$ cat src/rtl/core/lpse_pkg.sv
// ----------------------------------------------------------------------------
// LED pulse SPI symbol encoder package
// Shared constants, payload types and the 6-bit symbol encoding.
// ----------------------------------------------------------------------------
package lpse_pkg;

    localparam int MAX_PIXELS   = 1024;
    localparam int PRE_GUARD    = 4;
    localparam int POST_GUARD   = 16;

    localparam int COLOR_W      = 8;
    localparam int LEN_W        = 11;
    localparam int POS_W        = (MAX_PIXELS > 1) ? $clog2(MAX_PIXELS) : 1;

    localparam int CFG_IDX_W    = 2;
    localparam int CFG_DATA_W   = LEN_W;

    localparam logic [CFG_IDX_W-1:0] REG_CHAN_ORDER       = CFG_IDX_W'(0);
    localparam logic [CFG_IDX_W-1:0] REG_PIXELS_PER_FRAME = CFG_IDX_W'(1);

    localparam logic [5:0] SYM_ONE  = 6'h38;
    localparam logic [5:0] SYM_ZERO = 6'h20;

    localparam int BYTES_PER_CHANNEL = 6;
    localparam int DATA_BYTES        = 3 * BYTES_PER_CHANNEL;
    localparam int MAX_JOB_BYTES     = PRE_GUARD + DATA_BYTES + POST_GUARD;
    localparam int STEP_W            = $clog2(MAX_JOB_BYTES + 1);

    localparam int QUEUE_DEPTH = 2;
    localparam int QPTR_W      = $clog2(QUEUE_DEPTH);

    typedef struct packed {
        logic [COLOR_W-1:0] ch0;
        logic [COLOR_W-1:0] ch1;
        logic [COLOR_W-1:0] ch2;
        logic               pre;
        logic               post;
    } t_job;

    function automatic logic [7:0] sym_byte(input logic [COLOR_W-1:0] value,
                                            input logic [2:0]         idx);
        logic [6*COLOR_W-1:0] packed_sym;
        logic [2:0]           slot;
        for (int b = 0; b < COLOR_W; b++) begin
            packed_sym[6*b +: 6] = value[b] ? SYM_ONE : SYM_ZERO;
        end
        slot = 3'(BYTES_PER_CHANNEL - 1) - idx;
        return packed_sym[8*slot +: 8];
    endfunction

endpackage

$ cat src/rtl/core/lpse_if.sv
// ----------------------------------------------------------------------------
// LED pulse SPI symbol encoder interfaces
// Pixel, encoded byte and register write channels.
// ----------------------------------------------------------------------------
interface lpse_pixel_if;
    logic                        valid;
    logic                        ready;
    logic [lpse_pkg::COLOR_W-1:0] red;
    logic [lpse_pkg::COLOR_W-1:0] green;
    logic [lpse_pkg::COLOR_W-1:0] blue;

    modport source (output valid, output red, output green, output blue, input ready);
    modport sink   (input valid, input red, input green, input blue, output ready);
endinterface

interface lpse_byte_if;
    logic       valid;
    logic       ready;
    logic [7:0] out_byte;
    logic       last_of_pixel;
    logic       frame_end;

    modport source (output valid, output out_byte, output last_of_pixel,
                    output frame_end, input ready);
    modport sink   (input valid, input out_byte, input last_of_pixel,
                    input frame_end, output ready);
endinterface

interface lpse_cfg_if;
    logic                            valid;
    logic                            ready;
    logic [lpse_pkg::CFG_IDX_W-1:0]  index;
    logic [lpse_pkg::CFG_DATA_W-1:0] data;

    modport source (output valid, output index, output data, input ready);
    modport sink   (input valid, input index, input data, output ready);
endinterface

$ cat src/rtl/core/led_pulse_spi_symbol_encoder.sv
// ----------------------------------------------------------------------------
// LED pulse SPI symbol encoder
// Turns RGB pixels into the 6-bit-per-bit SPI byte stream of an LED strip.
//
//   channel   dir   word                                 handshake
//   i_pixel   in    red, green, blue                     valid/ready
//   i_cfg     in    index, data (register write)         valid/ready, ready tied high
//   o_byte    out   out_byte, last_of_pixel, frame_end   valid/ready
//
// The serializer sends one word per cycle unless the output stalls: 18 bytes
// per pixel, plus 4 guard bytes before the first pixel of a frame and 16 after
// its last. The byte serializer sets that rate. A two-entry job queue lets the
// front end take the next pixel while the current one is still being sent.
// Reset clears the pixel position, the queue and the output valid; the channel
// order and the frame length reset to 1. Output stalls hold the serializer in place.
// ----------------------------------------------------------------------------
module led_pulse_spi_symbol_encoder (
    input  logic         i_clk,
    input  logic         i_rst_n,
    lpse_pixel_if.sink   i_pixel,
    lpse_cfg_if.sink     i_cfg,
    lpse_byte_if.source  o_byte
);
    import lpse_pkg::*;

    logic w_push;
    logic w_full;
    logic w_pop;
    logic w_qvalid;
    t_job w_in_job;
    t_job w_head_job;

    lpse_front u_front (
        .i_clk   (i_clk),
        .i_rst_n (i_rst_n),
        .i_pixel (i_pixel),
        .i_cfg   (i_cfg),
        .o_push  (w_push),
        .o_job   (w_in_job),
        .i_full  (w_full)
    );

    lpse_queue u_queue (
        .i_clk   (i_clk),
        .i_rst_n (i_rst_n),
        .i_push  (w_push),
        .i_job   (w_in_job),
        .o_full  (w_full),
        .i_pop   (w_pop),
        .o_valid (w_qvalid),
        .o_job   (w_head_job)
    );

    lpse_back u_back (
        .i_clk   (i_clk),
        .i_rst_n (i_rst_n),
        .i_valid (w_qvalid),
        .i_job   (w_head_job),
        .o_pop   (w_pop),
        .o_byte  (o_byte)
    );

endmodule

$ cat src/rtl/core/lpse_front.sv
// ----------------------------------------------------------------------------
// LED pulse SPI symbol encoder front end
// Holds the registers, reorders channels and tags frame guards per pixel.
// ----------------------------------------------------------------------------
module lpse_front (
    input  logic                 i_clk,
    input  logic                 i_rst_n,
    lpse_pixel_if.sink           i_pixel,
    lpse_cfg_if.sink             i_cfg,
    output logic                 o_push,
    output lpse_pkg::t_job       o_job,
    input  logic                 i_full
);
    import lpse_pkg::*;

    logic             r_grb_first,   n_grb_first;
    logic [LEN_W-1:0] r_frame_len,   n_frame_len;
    logic [POS_W-1:0] r_pos,         n_pos;
    logic [31:0]      w_len;
    logic             w_last;

    assign i_cfg.ready   = 1'b1;
    assign i_pixel.ready = !i_full;
    assign o_push        = i_pixel.valid && !i_full;

    always_comb begin
        w_len = 32'(r_frame_len);
        if (w_len == 32'd0) begin
            w_len = 32'd1;
        end else if (w_len > 32'(MAX_PIXELS)) begin
            w_len = 32'(MAX_PIXELS);
        end
        w_last = (32'(r_pos) + 32'd1) >= w_len;

        o_job.ch0  = r_grb_first ? i_pixel.green : i_pixel.red;
        o_job.ch1  = r_grb_first ? i_pixel.red   : i_pixel.green;
        o_job.ch2  = i_pixel.blue;
        o_job.pre  = (r_pos == '0);
        o_job.post = w_last;

        n_pos = r_pos;
        if (o_push) begin
            n_pos = w_last ? '0 : r_pos + POS_W'(1);
        end

        n_grb_first = r_grb_first;
        n_frame_len = r_frame_len;
        if (i_cfg.valid) begin
            case (i_cfg.index)
                REG_CHAN_ORDER:       n_grb_first = i_cfg.data[0];
                REG_PIXELS_PER_FRAME: n_frame_len = i_cfg.data;
                default: ;
            endcase
        end
    end

    always_ff @(posedge i_clk) begin
        if (!i_rst_n) begin
            r_grb_first <= 1'b1;
            r_frame_len <= LEN_W'(1);
            r_pos       <= '0;
        end else begin
            r_grb_first <= n_grb_first;
            r_frame_len <= n_frame_len;
            r_pos       <= n_pos;
        end
    end

endmodule

$ cat src/rtl/core/lpse_queue.sv
// ----------------------------------------------------------------------------
// LED pulse SPI symbol encoder job queue
// Short FIFO of pixel jobs between front end and serializer.
// ----------------------------------------------------------------------------
module lpse_queue (
    input  logic            i_clk,
    input  logic            i_rst_n,
    input  logic            i_push,
    input  lpse_pkg::t_job  i_job,
    output logic            o_full,
    input  logic            i_pop,
    output logic            o_valid,
    output lpse_pkg::t_job  o_job
);
    import lpse_pkg::*;

    t_job              r_mem [QUEUE_DEPTH];
    logic [QPTR_W-1:0] r_wr, n_wr;
    logic [QPTR_W-1:0] r_rd, n_rd;
    logic [QPTR_W:0]   r_cnt, n_cnt;
    logic              w_push, w_pop;

    assign o_full  = (r_cnt == (QPTR_W+1)'(QUEUE_DEPTH));
    assign o_valid = (r_cnt != '0);
    assign o_job   = r_mem[r_rd];

    always_comb begin
        w_push = i_push && !o_full;
        w_pop  = i_pop && o_valid;
        n_wr   = r_wr;
        n_rd   = r_rd;
        n_cnt  = r_cnt;
        if (w_push) begin
            n_wr = (r_wr == QPTR_W'(QUEUE_DEPTH-1)) ? '0 : r_wr + QPTR_W'(1);
        end
        if (w_pop) begin
            n_rd = (r_rd == QPTR_W'(QUEUE_DEPTH-1)) ? '0 : r_rd + QPTR_W'(1);
        end
        if (w_push && !w_pop) begin
            n_cnt = r_cnt + (QPTR_W+1)'(1);
        end else if (w_pop && !w_push) begin
            n_cnt = r_cnt - (QPTR_W+1)'(1);
        end
    end

    always_ff @(posedge i_clk) begin
        if (w_push) begin
            r_mem[r_wr] <= i_job;
        end
    end

    always_ff @(posedge i_clk) begin
        if (!i_rst_n) begin
            r_wr  <= '0;
            r_rd  <= '0;
            r_cnt <= '0;
        end else begin
            r_wr  <= n_wr;
            r_rd  <= n_rd;
            r_cnt <= n_cnt;
        end
    end

endmodule

$ cat src/rtl/core/lpse_back.sv
// ----------------------------------------------------------------------------
// LED pulse SPI symbol encoder serializer
// Emits guard and symbol bytes of the head job, one word per cycle unless the output stalls.
// ----------------------------------------------------------------------------
module lpse_back (
    input  logic            i_clk,
    input  logic            i_rst_n,
    input  logic            i_valid,
    input  lpse_pkg::t_job  i_job,
    output logic            o_pop,
    lpse_byte_if.source     o_byte
);
    import lpse_pkg::*;

    logic [STEP_W-1:0]  r_step, n_step;
    logic               r_ovalid, n_ovalid;
    logic [7:0]         r_obyte;
    logic               r_olast;
    logic               r_oend;
    logic [STEP_W-1:0]  w_off;
    logic [STEP_W-1:0]  w_end;
    logic [STEP_W-1:0]  w_d;
    logic               w_in_data;
    logic               w_fire;
    logic               w_done;
    logic [COLOR_W-1:0] w_ch;
    logic [2:0]         w_bi;
    logic [7:0]         w_byte;

    assign o_byte.valid         = r_ovalid;
    assign o_byte.out_byte      = r_obyte;
    assign o_byte.last_of_pixel = r_olast;
    assign o_byte.frame_end     = r_oend;

    always_comb begin
        w_off     = i_job.pre ? STEP_W'(PRE_GUARD) : '0;
        w_end     = w_off + STEP_W'(DATA_BYTES - 1)
                  + (i_job.post ? STEP_W'(POST_GUARD) : '0);
        w_d       = r_step - w_off;
        w_in_data = (r_step >= w_off) && (w_d < STEP_W'(DATA_BYTES));

        if (w_d < STEP_W'(BYTES_PER_CHANNEL)) begin
            w_ch = i_job.ch0;
            w_bi = w_d[2:0];
        end else if (w_d < STEP_W'(2*BYTES_PER_CHANNEL)) begin
            w_ch = i_job.ch1;
            w_bi = 3'(w_d - STEP_W'(BYTES_PER_CHANNEL));
        end else begin
            w_ch = i_job.ch2;
            w_bi = 3'(w_d - STEP_W'(2*BYTES_PER_CHANNEL));
        end
        w_byte = w_in_data ? sym_byte(w_ch, w_bi) : 8'h00;

        w_fire = i_valid && (!r_ovalid || o_byte.ready);
        w_done = (r_step == w_end);
        o_pop  = w_fire && w_done;

        n_step   = r_step;
        n_ovalid = r_ovalid;
        if (w_fire) begin
            n_step   = w_done ? '0 : r_step + STEP_W'(1);
            n_ovalid = 1'b1;
        end else if (o_byte.ready) begin
            n_ovalid = 1'b0;
        end
    end

    always_ff @(posedge i_clk) begin
        if (w_fire) begin
            r_obyte <= w_byte;
            r_olast <= w_done;
            r_oend  <= w_done && i_job.post;
        end
    end

    always_ff @(posedge i_clk) begin
        if (!i_rst_n) begin
            r_step   <= '0;
            r_ovalid <= 1'b0;
        end else begin
            r_step   <= n_step;
            r_ovalid <= n_ovalid;
        end
    end

endmodule
$ cat src/flat_wrapper.sv
// flat-port wrapper written by rule: the top's interface ports become plain ports
module led_pulse_spi_symbol_encoder_flat import lpse_pkg::*;
  (i_clk, i_rst_n, i_pixel_valid, i_pixel_red, i_pixel_green, i_pixel_blue, i_pixel_ready, i_cfg_valid, i_cfg_index, i_cfg_data, i_cfg_ready, o_byte_valid, o_byte_out_byte, o_byte_last_of_pixel, o_byte_frame_end, o_byte_ready);
  lpse_pixel_if i_pixel_i ();
  lpse_cfg_if i_cfg_i ();
  lpse_byte_if o_byte_i ();
  input  logic i_clk;
  input  logic i_rst_n;
  input wire logic [$bits(i_pixel_i.valid)-1:0] i_pixel_valid;
  input wire logic [$bits(i_pixel_i.red)-1:0] i_pixel_red;
  input wire logic [$bits(i_pixel_i.green)-1:0] i_pixel_green;
  input wire logic [$bits(i_pixel_i.blue)-1:0] i_pixel_blue;
  output wire logic [$bits(i_pixel_i.ready)-1:0] i_pixel_ready;
  input wire logic [$bits(i_cfg_i.valid)-1:0] i_cfg_valid;
  input wire logic [$bits(i_cfg_i.index)-1:0] i_cfg_index;
  input wire logic [$bits(i_cfg_i.data)-1:0] i_cfg_data;
  output wire logic [$bits(i_cfg_i.ready)-1:0] i_cfg_ready;
  output wire logic [$bits(o_byte_i.valid)-1:0] o_byte_valid;
  output wire logic [$bits(o_byte_i.out_byte)-1:0] o_byte_out_byte;
  output wire logic [$bits(o_byte_i.last_of_pixel)-1:0] o_byte_last_of_pixel;
  output wire logic [$bits(o_byte_i.frame_end)-1:0] o_byte_frame_end;
  input wire logic [$bits(o_byte_i.ready)-1:0] o_byte_ready;
  assign i_pixel_i.valid = i_pixel_valid;
  assign i_pixel_i.red = i_pixel_red;
  assign i_pixel_i.green = i_pixel_green;
  assign i_pixel_i.blue = i_pixel_blue;
  assign i_pixel_ready = i_pixel_i.ready;
  assign i_cfg_i.valid = i_cfg_valid;
  assign i_cfg_i.index = i_cfg_index;
  assign i_cfg_i.data = i_cfg_data;
  assign i_cfg_ready = i_cfg_i.ready;
  assign o_byte_valid = o_byte_i.valid;
  assign o_byte_out_byte = o_byte_i.out_byte;
  assign o_byte_last_of_pixel = o_byte_i.last_of_pixel;
  assign o_byte_frame_end = o_byte_i.frame_end;
  assign o_byte_i.ready = o_byte_ready;
  led_pulse_spi_symbol_encoder u_core (.i_clk(i_clk), .i_rst_n(i_rst_n), .i_pixel(i_pixel_i), .i_cfg(i_cfg_i), .o_byte(o_byte_i));
endmodule
$ cat config.mk
export PLATFORM = sky130hd
export DESIGN_NAME = led_pulse_spi_symbol_encoder_flat
export DESIGN_NICKNAME = d
export VERILOG_FILES = /design/src/rtl/core/lpse_pkg.sv /design/src/rtl/core/lpse_if.sv /design/src/rtl/core/led_pulse_spi_symbol_encoder.sv /design/src/rtl/core/lpse_front.sv /design/src/rtl/core/lpse_queue.sv /design/src/rtl/core/lpse_back.sv /design/src/flat_wrapper.sv
export SDC_FILE = /design/constraint.sdc
export NUM_CORES = 1
export LEC_CHECK = 0
export BUFFER_PORTS_ARGS = -buffer_cell sky130_fd_sc_hd__clkbuf_2
export CAP_MARGIN = 10
export CORE_ASPECT_RATIO = 0.8
export CORE_MARGIN = 5
export CORE_UTILIZATION = 30
export CTS_CLUSTER_DIAMETER = 150
export DETAILED_ROUTE_END_ITERATION = 8
export MAX_ROUTING_LAYER = met4
export SLEW_MARGIN = 40
export SYNTH_ARGS = -nofsm -noshare
export SYNTH_HDL_FRONTEND = slang
export SYNTH_HIERARCHICAL = 1
export SYNTH_SLANG_ARGS = --single-unit
$ cat constraint.sdc
create_clock -name i_clk -period 8.6 [get_ports i_clk]
set_input_delay 0.86 -clock i_clk [delete_from_list [all_inputs] [get_ports i_clk]]
set_output_delay 0.86 -clock i_clk [all_outputs]
set_load 0.05 [all_outputs]
==> impl_metrics.json, run 1 <==
{
  "synth_top_area_cell": "edfxtp_1",
  "cts_made_buffers": 9,
  "syn_to_final_growth_pct": 12.7,
  "maxSlewViolCount": 0,
  "synthCells": 480,
  "setup-violations-final": 0,
  "fillers": 1741,
  "synth_area_um2": 5280,
  "die_area_um2": 20400,
  "hold_buffers": 0,
  "ys_types": 72,
  "drc": 0,
  "finalSetupTns_ps": 0,
  "synth_top_area_share_pct": 35.3,
  "dp_hpwl_mm": 8.38,
  "seqCellArea_um2": 2540,
  "layout_commonest_cell": "edfxtp_1",
  "reg2regPathDepth": 9,
  "fin_cells": 746,
  "min_from": "u_core/u_front/r_pos[1]",
  "path_clk_slew_ps": 70,
  "place_area_um2": 5660,
  "die_y_um": 129,
  "min_path_type": "flip-flop to flip-flop",
  "p_leak_nw": 2.22,
  "hold_depth": 2,
  "slew_headroom_pct": 49.2,
  "start_util_pct": 30.5,
  "fmax_mhz": 286,
  "viasPerCell": 4.94,
  "worst_hold_slack_ps": 512,
  "ant_nets": 0,
  "grt_pass1_wl_mm": 18.2,
  "final_cell_mix": "edfxtp_1, clkbuf_2, mux2_2",
  "drt-initial-drc-count": 257,
  "worst-setup-path-type": "flip-flop to flip-flop",
  "min_period_ps": 3500,
  "synth_area_leaders": "edfxtp_1, dfxtp_1, mux2_2, ha_1, mux2i_1",
  "htreeDepth": 3,
  "root_buffer": "clkbuf_16",
  "grt_max_degree": 28,
  "final_nets": 577,
  "critical_path_arrival_ps": 3710,
  "rsz0062_at_grt": "no",
  "io_pins": 55,
  "seq_area_frac_synth_pct": 48.2,
  "synth_warnings": 6,
  "synth_edf_count": 62,
  "async_flop_share_pct": 0,
  "maxCapViolCount": 0,
  "cts_tree": "done",
  "wl_mm": 11.3,
  "grt_pass1_vias": 3705,
  "power_density_nw_per_um2": 253,
  "vias": 3688,
  "numClockSinks": 96,
  "synth_flop_cell": "edfxtp_1",
  "critPathCaptureType": "flip-flop",
  "post_cts_buffers": 0,
  "synthesis.nets": 541,
  "wl_per_cell_um": 15.1,
  "min_period_over_period_pct": 40.7,
  "row_count": 43,
  "ctsResizeCount": 0,
  "port_buffers": 53,
  "diodes": 0,
  "multiInputGateArea_um2": 2450,
  "vdd_drop_max_v": 0.0000961,
  "insertion_delay_ps": 340,
  "gr-total-overflow": 0,
  "ys_seq_elements": 96,
  "hold_violations": 0,
  "post-route-cell-area_um2": 5950,
  "antenna_found_initial": 0,
  "worst_slew_pin_slew_ps": 759,
  "gp_congestion": 0.996,
  "dp.cells": 730,
  "finClkSkew_ps": 3.95,
  "crit_required_ps": 8810,
  "gr-usage-all-layers_pct": 11.5,
  "die_w_um": 158,
  "critPathLaunchType": "flip-flop",
  "core_um2": 17300,
  "dr.pass1.iters": 5,
  "status": "finished clean",
  "worstPathMaxFanout": 26,
  "syn_avg_cell_area_um2": 11.0,
  "clockBufferDepth": 2,
  "drive_gt1_share_pct": 26.9
}
[Yosys cell counts (all sizes together) (2+ instances only)]
| library cell | count |
|---|---|
| o21ai | 27 |
| o31ai | 2 |
| nand2 | 33 |
| dfxtp | 34 |
| or2 | 3 |
| nand4 | 7 |
| and2 | 4 |
| a211oi | 4 |
| clkbuf | 8 |
| mux2i | 16 |
| nand2b | 3 |
| o22ai | 4 |
| or3 | 4 |
| a31oi | 2 |
| ha | 19 |
| nor2 | 41 |
| nand3b | 2 |
| xor2 | 4 |
| and3 | 4 |
| xnor2 | 13 |
| a21oi | 16 |
| nor4 | 10 |
| a31o | 2 |
| mux2 | 43 |
| nor2b | 6 |
| edfxtp | 62 |
| o21a | 4 |
| buf | 23 |
| a21boi | 2 |
| o221ai | 2 |
| inv | 24 |
| nor3 | 8 |
| a211o | 2 |
| nand3 | 17 |
| o211ai | 6 |
[per-layer routing]
layer	vias to the layer above	routed length (um)	global-route usage, %	share of wire [%]
met2	100	5310	18.5	47
met5	-	0	-	0
met4	0	88	3.11	0.78
li1	1811	-	-	-
met1	1767	5230	14.7	46
met3	10	621	2.72	5.5
[per-stage QoR]
step	util (%)	worst slack (ps)	power (mW)
floorplan	-	5660	1.01
global placement	32.7	4850	1.12
detailed placement	32.7	5120	1.13
CTS	34.3	5090	1.52
global route	34.3	4870	1.59
finish	34.3	5100	1.50
[area by class of cell]
| cell class | count | area share [%] |
|---|---|---|
| clock buffer | 9 | 3.79 |
| clock inverter | 7 | 1.07 |
| inverter | 25 | 1.58 |
| multi-input combinational | 328 | 41.2 |
| sequential | 96 | 42.8 |
| tap | 225 | 4.73 |
| timing repair buffer | 56 | 4.84 |
[sequential cells by signal (all words and copies together) (netlist names), named ones only]
signal,flops
u_core/u_front/r_frame_len,11
u_core/u_back/o_byte.valid,1
u_core/u_back/o_byte.frame_end,1
u_core/u_queue/r_cnt,2
u_core/u_front/r_grb_first,1
u_core/u_queue/r_rd,1
u_core/u_front/r_pos,10
u_core/u_queue/r_wr,1
u_core/u_back/o_byte.last_of_pixel,1
u_core/u_queue/r_mem,52
u_core/u_back/o_byte.out_byte,8
u_core/u_back/r_step,6
[final timing paths]
check / end / slack (ps)
setup reg to reg: u_core/u_back/o_byte.out_byte[4] / 5100
hold / removal: u_core/u_front/r_pos[1] / 510
hold reg to reg: u_core/u_front/r_pos[1] / 510
setup / recovery: u_core/u_back/o_byte.out_byte[4] / 5100
[report_power, final]
| group | internal (mW) | leakage (nW) | total, mW | switching [mW] |
|---|---|---|---|---|
| Combinational | 0.159 | 1.23 | 0.481 | 0.322 |
| Sequential | 0.595 | 0.857 | 0.640 | 0.0444 |
| Clock | 0.202 | 0.136 | 0.384 | 0.182 |
| Total | 0.957 | 2.22 | 1.50 | 0.548 |
[kinds of logic (layout without fill, tap and decap cells)]
kind of cell	count (synthesis)	count (layout)	share of synthesized area (%)
AO/OA/AOI/OAI	83	83	12.1
XOR/XNOR	17	17	2.82
adder cells (fa/ha/maj)	19	19	4.50
buffers and inverters	56	97	5.50
flip-flops	96	96	48.2
multiplexers	59	59	12.3
other	1	1	0.0710
AND/OR/NAND/NOR	149	149	14.6
[worst max-delay path: stages (launching register included)]
cell,delay (ps)
dfxtp_2,720
mux2_2,410
ha_1,670
ha_1,390
or3_1,310
o21ai_0,80
a32o_1,230
o21ai_0,90
nor4_1,290
or2_1,160
(Power assumes the default switching activity.)
==> run 2: changes to the inputs <==
Clock period 8.6 ns to 3.1 ns, I/O delays scaled along.
==> run 2 against run 1 <==
Maximum frequency grew 23%; via count grew 1.7%; wire length grew 0.45%; sequential cell count is the same; global-route usage is essentially flat; critical path depth grew 1; cell count grew 1.1%; utilization grew 0.31 points; sequential share of layout area shrank 0.40 points; worst setup slack lost 4800 ps; worst hold slack lost 360 ps; die area is the same; highest routed layer unchanged.
==> impl_metrics.json, run 2 (synthesis gave the netlist of run 1 again) <==
{
  "gr-usage-all-layers_pct": 11.6,
  "syn_to_final_growth_pct": 13.7,
  "grt_pass1_wl_mm": 18.4,
  "hold_violations": 0,
  "critPathLaunchType": "flip-flop",
  "min_from": "i_pixel_blue[5]",
  "numClockSinks": 96,
  "critPathCaptureType": "flip-flop",
  "grt_max_degree": 28,
  "worst-setup-path-type": "flip-flop to flip-flop",
  "die_w_um": 158,
  "slew_headroom_pct": 50.1,
  "clockBufferDepth": 2,
  "drc": 0,
  "final_nets": 584,
  "die_area_um2": 20400,
  "hold_depth": 1,
  "power_density_nw_per_um2": 702,
  "finalPower_mw": 4.21,
  "critPathTopFamily": "compound AO/OA/AOI/OAI gates",
  "ant_nets": 0,
  "port_buffers": 53,
  "vias": 3750,
  "finalWorstSetupSlack_ps": 265,
  "cpMostUsedCell": "ha_1",
  "p_leak_nw": 2.26,
  "path_buf_inv": 1,
  "finalSetupTns_ps": 0,
  "die_y_um": 129,
  "final_cell_mix": "edfxtp_1, clkbuf_2, mux2_2",
  "htreeDepth": 3,
  "post_cts_buffers": 0,
  "antenna_found_initial": 0,
  "cts_made_buffers": 9,
  "wl_mm": 11.3,
  "drt-initial-drc-count": 187,
  "start_util_pct": 30.5,
  "status": "finished clean",
  "crit_chain": "mux2_2, ha_1, ha_1, inv_1, nor2_1, a22oi_1, a32o_1, o21ai_0, nor4_1, a31o_1",
  "row_count": 43,
  "worstPathMaxFanout": 12,
  "layout_commonest_cell": "edfxtp_1",
  "wl_per_cell_um": 15.0,
  "rsz0062_at_grt": "no",
  "insertion_delay_ps": 350,
  "timing.reg2reg.setup_slack_ps": 260,
  "largest_register_ffs": 52,
  "gp_congestion": 0.944,
  "finClkSkew_ps": 8.58,
  "io_pins": 55,
  "path_clk_slew_ps": 70,
  "reg2regPathDepth": 10,
  "min_to": "u_core/u_queue/r_mem[1][7]",
  "ctsResizeCount": 0,
  "fmax_mhz": 353,
  "dp.cells": 737,
  "dp_hpwl_mm": 8.56,
  "maxSlewViolCount": 0,
  "root_buffer": "clkbuf_16",
  "vdd_drop_max_v": 0.000254,
  "worst_slew_pin_slew_ps": 747,
  "dp_slack_ps": 315,
  "fin_cells": 754,
  "fillers": 1742,
  "maxCapViolCount": 0,
  "drive_gt1_share_pct": 27.7,
  "hold_buffers": 0,
  "crit_required_ps": 3310,
  "critical_path_arrival_ps": 3050,
  "critPathSlowestCell": "ha_1",
  "regMostFlops": "u_core/u_queue/r_mem",
  "viasPerCell": 4.97,
  "gr-total-overflow": 0,
  "rr_endpoint": "u_core/u_back/o_byte.out_byte[3]",
  "min_period_ps": 2840,
  "min_path_type": "primary input to flip-flop",
  "cts_tree": "done",
  "min_period_over_period_pct": 91.5,
  "core_um2": 17300,
  "setup-violations-final": 0,
  "dr.pass1.iters": 4,
  "reg_top3": "u_core/u_queue/r_mem: 52 flops, u_core/u_front/r_frame_len: 11 flops, u_core/u_front/r_pos: 10 flops",
  "crit_path_max_incr_delay_ps": 420,
  "grt_pass1_vias": 3821
}
-- run 2: worst max path at each step --
stage | cells after the start | startpoint | endpoint | slack, ps
finish | 10 | flip-flop | u_core/u_back/o_byte.out_byte[3] | 260
global route | 10 | flip-flop | u_core/u_back/o_byte.out_byte[3] | 40
CTS | 10 | flip-flop | u_core/u_back/o_byte.out_byte[3] | 280
detailed placement | 10 | flip-flop | u_core/u_back/o_byte.out_byte[4] | 310
global placement | 10 | flip-flop | u_core/u_back/o_byte.out_byte[3] | 370
floorplan | 7 | u_core/u_queue/r_cnt[0] | u_core/u_queue/r_mem[0][0] | 160
-- run 2: power breakdown --
group	internal, mW	switching, mW	total, mW
clock	0.561	0.511	1.07
combinational	0.465	0.933	1.40
sequential	1.65	0.0891	1.74
-- run 2: per-stage QoR --
| stage | utilization, % | hold WS [ps] | area, um2 |
|---|---|---|---|
| 3_3_place_gp | 33.0 | 468 | 5710 |
| 2_1_floorplan | - | 428 | 5280 |
| 3_5_place_dp | 33.0 | 493 | 5710 |
| 4_1_cts | 34.6 | 144 | 6000 |
| 5_1_grt | 34.6 | 141 | 6000 |
| 6_report | 34.6 | 156 | 6000 |
-- run 2: layer usage --
metal / GRT usage (%) / vias to the layer above / part of all wire (%)
met5: - / - / 0
met2: 19.0 / 96 / 47
met1: 14.3 / 1804 / 46
met4: 2.81 / 0 / 1.2
met3: 3.16 / 14 / 6.0
li1: - / 1836 / -
-- run 2: cell type report --
cell class / instances / area (um2) / share of cell area [%]
clock inverter: 7 / 63.8 / 1.06
timing repair buffer: 63 / 340 / 5.67
inverter: 25 / 93.8 / 1.56
antenna: 1 / 2.50 / 0.0417
clock buffer: 9 / 225 / 3.75
tap: 225 / 282 / 4.69
multi-input combinational: 328 / 2450 / 40.9
sequential: 96 / 2540 / 42.4
==> run 3: changes to the inputs <==
Settings changed: CORE_MARGIN 5 to 1.
==> run 3 against run 2 <==
Clock-buffer cell count is the same; via count grew 0.13%; clock skew shrank 3.9 ps; register-to-register slack gained 30 ps; non-clock buffer count is the same; maximum frequency grew 1.0%; worst hold slack is essentially flat; cell count shrank 0.80%; sequential power is essentially flat; wire length grew 0.28%; critical endpoint unchanged.
==> impl_metrics.json, run 3 (synthesis gave the netlist of run 1 again) <==
{
  "gp_congestion": 0.865,
  "slew_headroom_pct": 51.2,
  "gr-usage-all-layers_pct": 13.9,
  "maxSlewViolCount": 0,
  "setup-violations-final": 0,
  "finClkSkew_ps": 4.65,
  "viasPerCell": 5.02,
  "final_cell_mix": "edfxtp_1, clkbuf_2, mux2_2",
  "crit_chain": "mux2_2, ha_1, ha_1, or3_1, o21ai_0, a32o_1, o21ai_0, nor4_1, a31o_1",
  "post_cts_buffers": 0,
  "drive_gt1_share_pct": 27.8,
  "ant_nets": 0,
  "timing.reg2reg.setup_slack_ps": 290,
  "core_um2": 16900,
  "gr-total-overflow": 0,
  "htreeDepth": 3,
  "critPathCaptureType": "flip-flop",
  "finalSetupTns_ps": 0,
  "power_density_nw_per_um2": 714,
  "cts_tree": "done",
  "die_w_um": 150,
  "path_clk_slew_ps": 70,
  "wl_mm": 11.3,
  "crit_required_ps": 3320,
  "start_util_pct": 31.3,
  "status": "finished clean",
  "row_count": 42,
  "grt_pass1_vias": 3763,
  "critPathLaunchType": "flip-flop",
  "dr.pass1.iters": 4,
  "min_period_over_period_pct": 90.5,
  "syn_to_final_growth_pct": 14.0,
  "drc": 0,
  "largest_register_ffs": 52,
  "io_pins": 55,
  "clockBufferDepth": 2,
  "vias": 3755,
  "antenna_found_initial": 0,
  "worst_slew_pin_slew_ps": 731,
  "hold_violations": 0,
  "min_path_type": "primary input to flip-flop",
  "critPathTopFamily": "adder cells",
  "fin_cells": 748,
  "drt-initial-drc-count": 150,
  "ctsResizeCount": 0,
  "final_nets": 584,
  "vdd_drop_max_v": 0.000260,
  "port_buffers": 53,
  "min_period_ps": 2810,
  "finalPower_mw": 4.30,
  "wl_per_cell_um": 15.2,
  "crit_path_max_incr_delay_ps": 410,
  "root_buffer": "clkbuf_16",
  "die_area_um2": 18100,
  "grt_pass1_wl_mm": 18.9,
  "critPathSlowestCell": "ha_1",
  "critical_path_arrival_ps": 3030,
  "worst-setup-path-type": "flip-flop to flip-flop",
  "insertion_delay_ps": 350,
  "numClockSinks": 96,
  "hold_buffers": 0,
  "cts_made_buffers": 9,
  "diodes": 0,
  "layout_commonest_cell": "edfxtp_1",
  "regMostFlops": "u_core/u_queue/r_mem",
  "worstPathMaxFanout": 7,
  "dp_hpwl_mm": 8.39,
  "die_y_um": 121,
  "fillers": 1688,
  "fmax_mhz": 356,
  "worst_hold_slack_ps": 156,
  "maxCapViolCount": 0,
  "grt_max_degree": 28,
  "reg_top3": "u_core/u_queue/r_mem: 52 flops, u_core/u_front/r_frame_len: 11 flops, u_core/u_front/r_pos: 10 flops",
  "rsz0062_at_grt": "no",
  "dp.cells": 732,
  "path_buf_inv": 0,
  "p_leak_nw": 2.27
}
[run 3: cell types whose count changed in the layout (fill, tap and decap cells not counted)]
| cell | delta |
|---|---|
| bufinv_16 | +1 |
| clkinvlp_4 | -1 |
| diode_2 | -1 |
| ha_1 | -1 |
| ha_2 | +1 |
[run 3: path summary, 6_finish.rpt]
check | start | depth (start not counted) | end
setup / recovery | flip-flop | 9 | u_core/u_back/o_byte.out_byte[3]
hold / removal | i_pixel_blue[7] | 1 | u_core/u_queue/r_mem[0][9]
setup reg to reg | flip-flop | 9 | u_core/u_back/o_byte.out_byte[3]
hold reg to reg | u_core/u_front/r_pos[9] | 2 | u_core/u_front/r_pos[9]
[run 3: layout make-up]
cell class | instances | area (um2) | area share (%)
flip-flops and latches | 96 | 2540 | 42.2
multi-input cells | 328 | 2450 | 40.8
repair buffers | 63 | 340 | 5.65
well taps | 220 | 275 | 4.57
clock buffers | 9 | 225 | 3.74
inverters | 25 | 93.8 | 1.56
clock inverters | 7 | 86.3 | 1.43
[run 3: power by group]
group,total (mW),internal [mW],switching [mW]
clock,1.16,0.643,0.514
sequential,1.74,1.65,0.0908
combinational,1.40,0.467,0.934
total,4.30,2.76,1.54
[run 3: metrics by stage]
stage,worst slack [ps],util (%),cell area (um2)
after floorplan,159,-,5280
after global placement,275,33.8,5700
after CTS,193,35.7,6020
final,293,35.7,6020
after detailed placement,201,33.8,5700
after global routing,89.3,35.7,6020
[run 3: routing by layer]
layer | routed length (um) | track usage, %
met5 | 0 | -
met4 | 136 | 4.23
met3 | 510 | 2.87
met2 | 5280 | 21.9
met1 | 5410 | 17.8
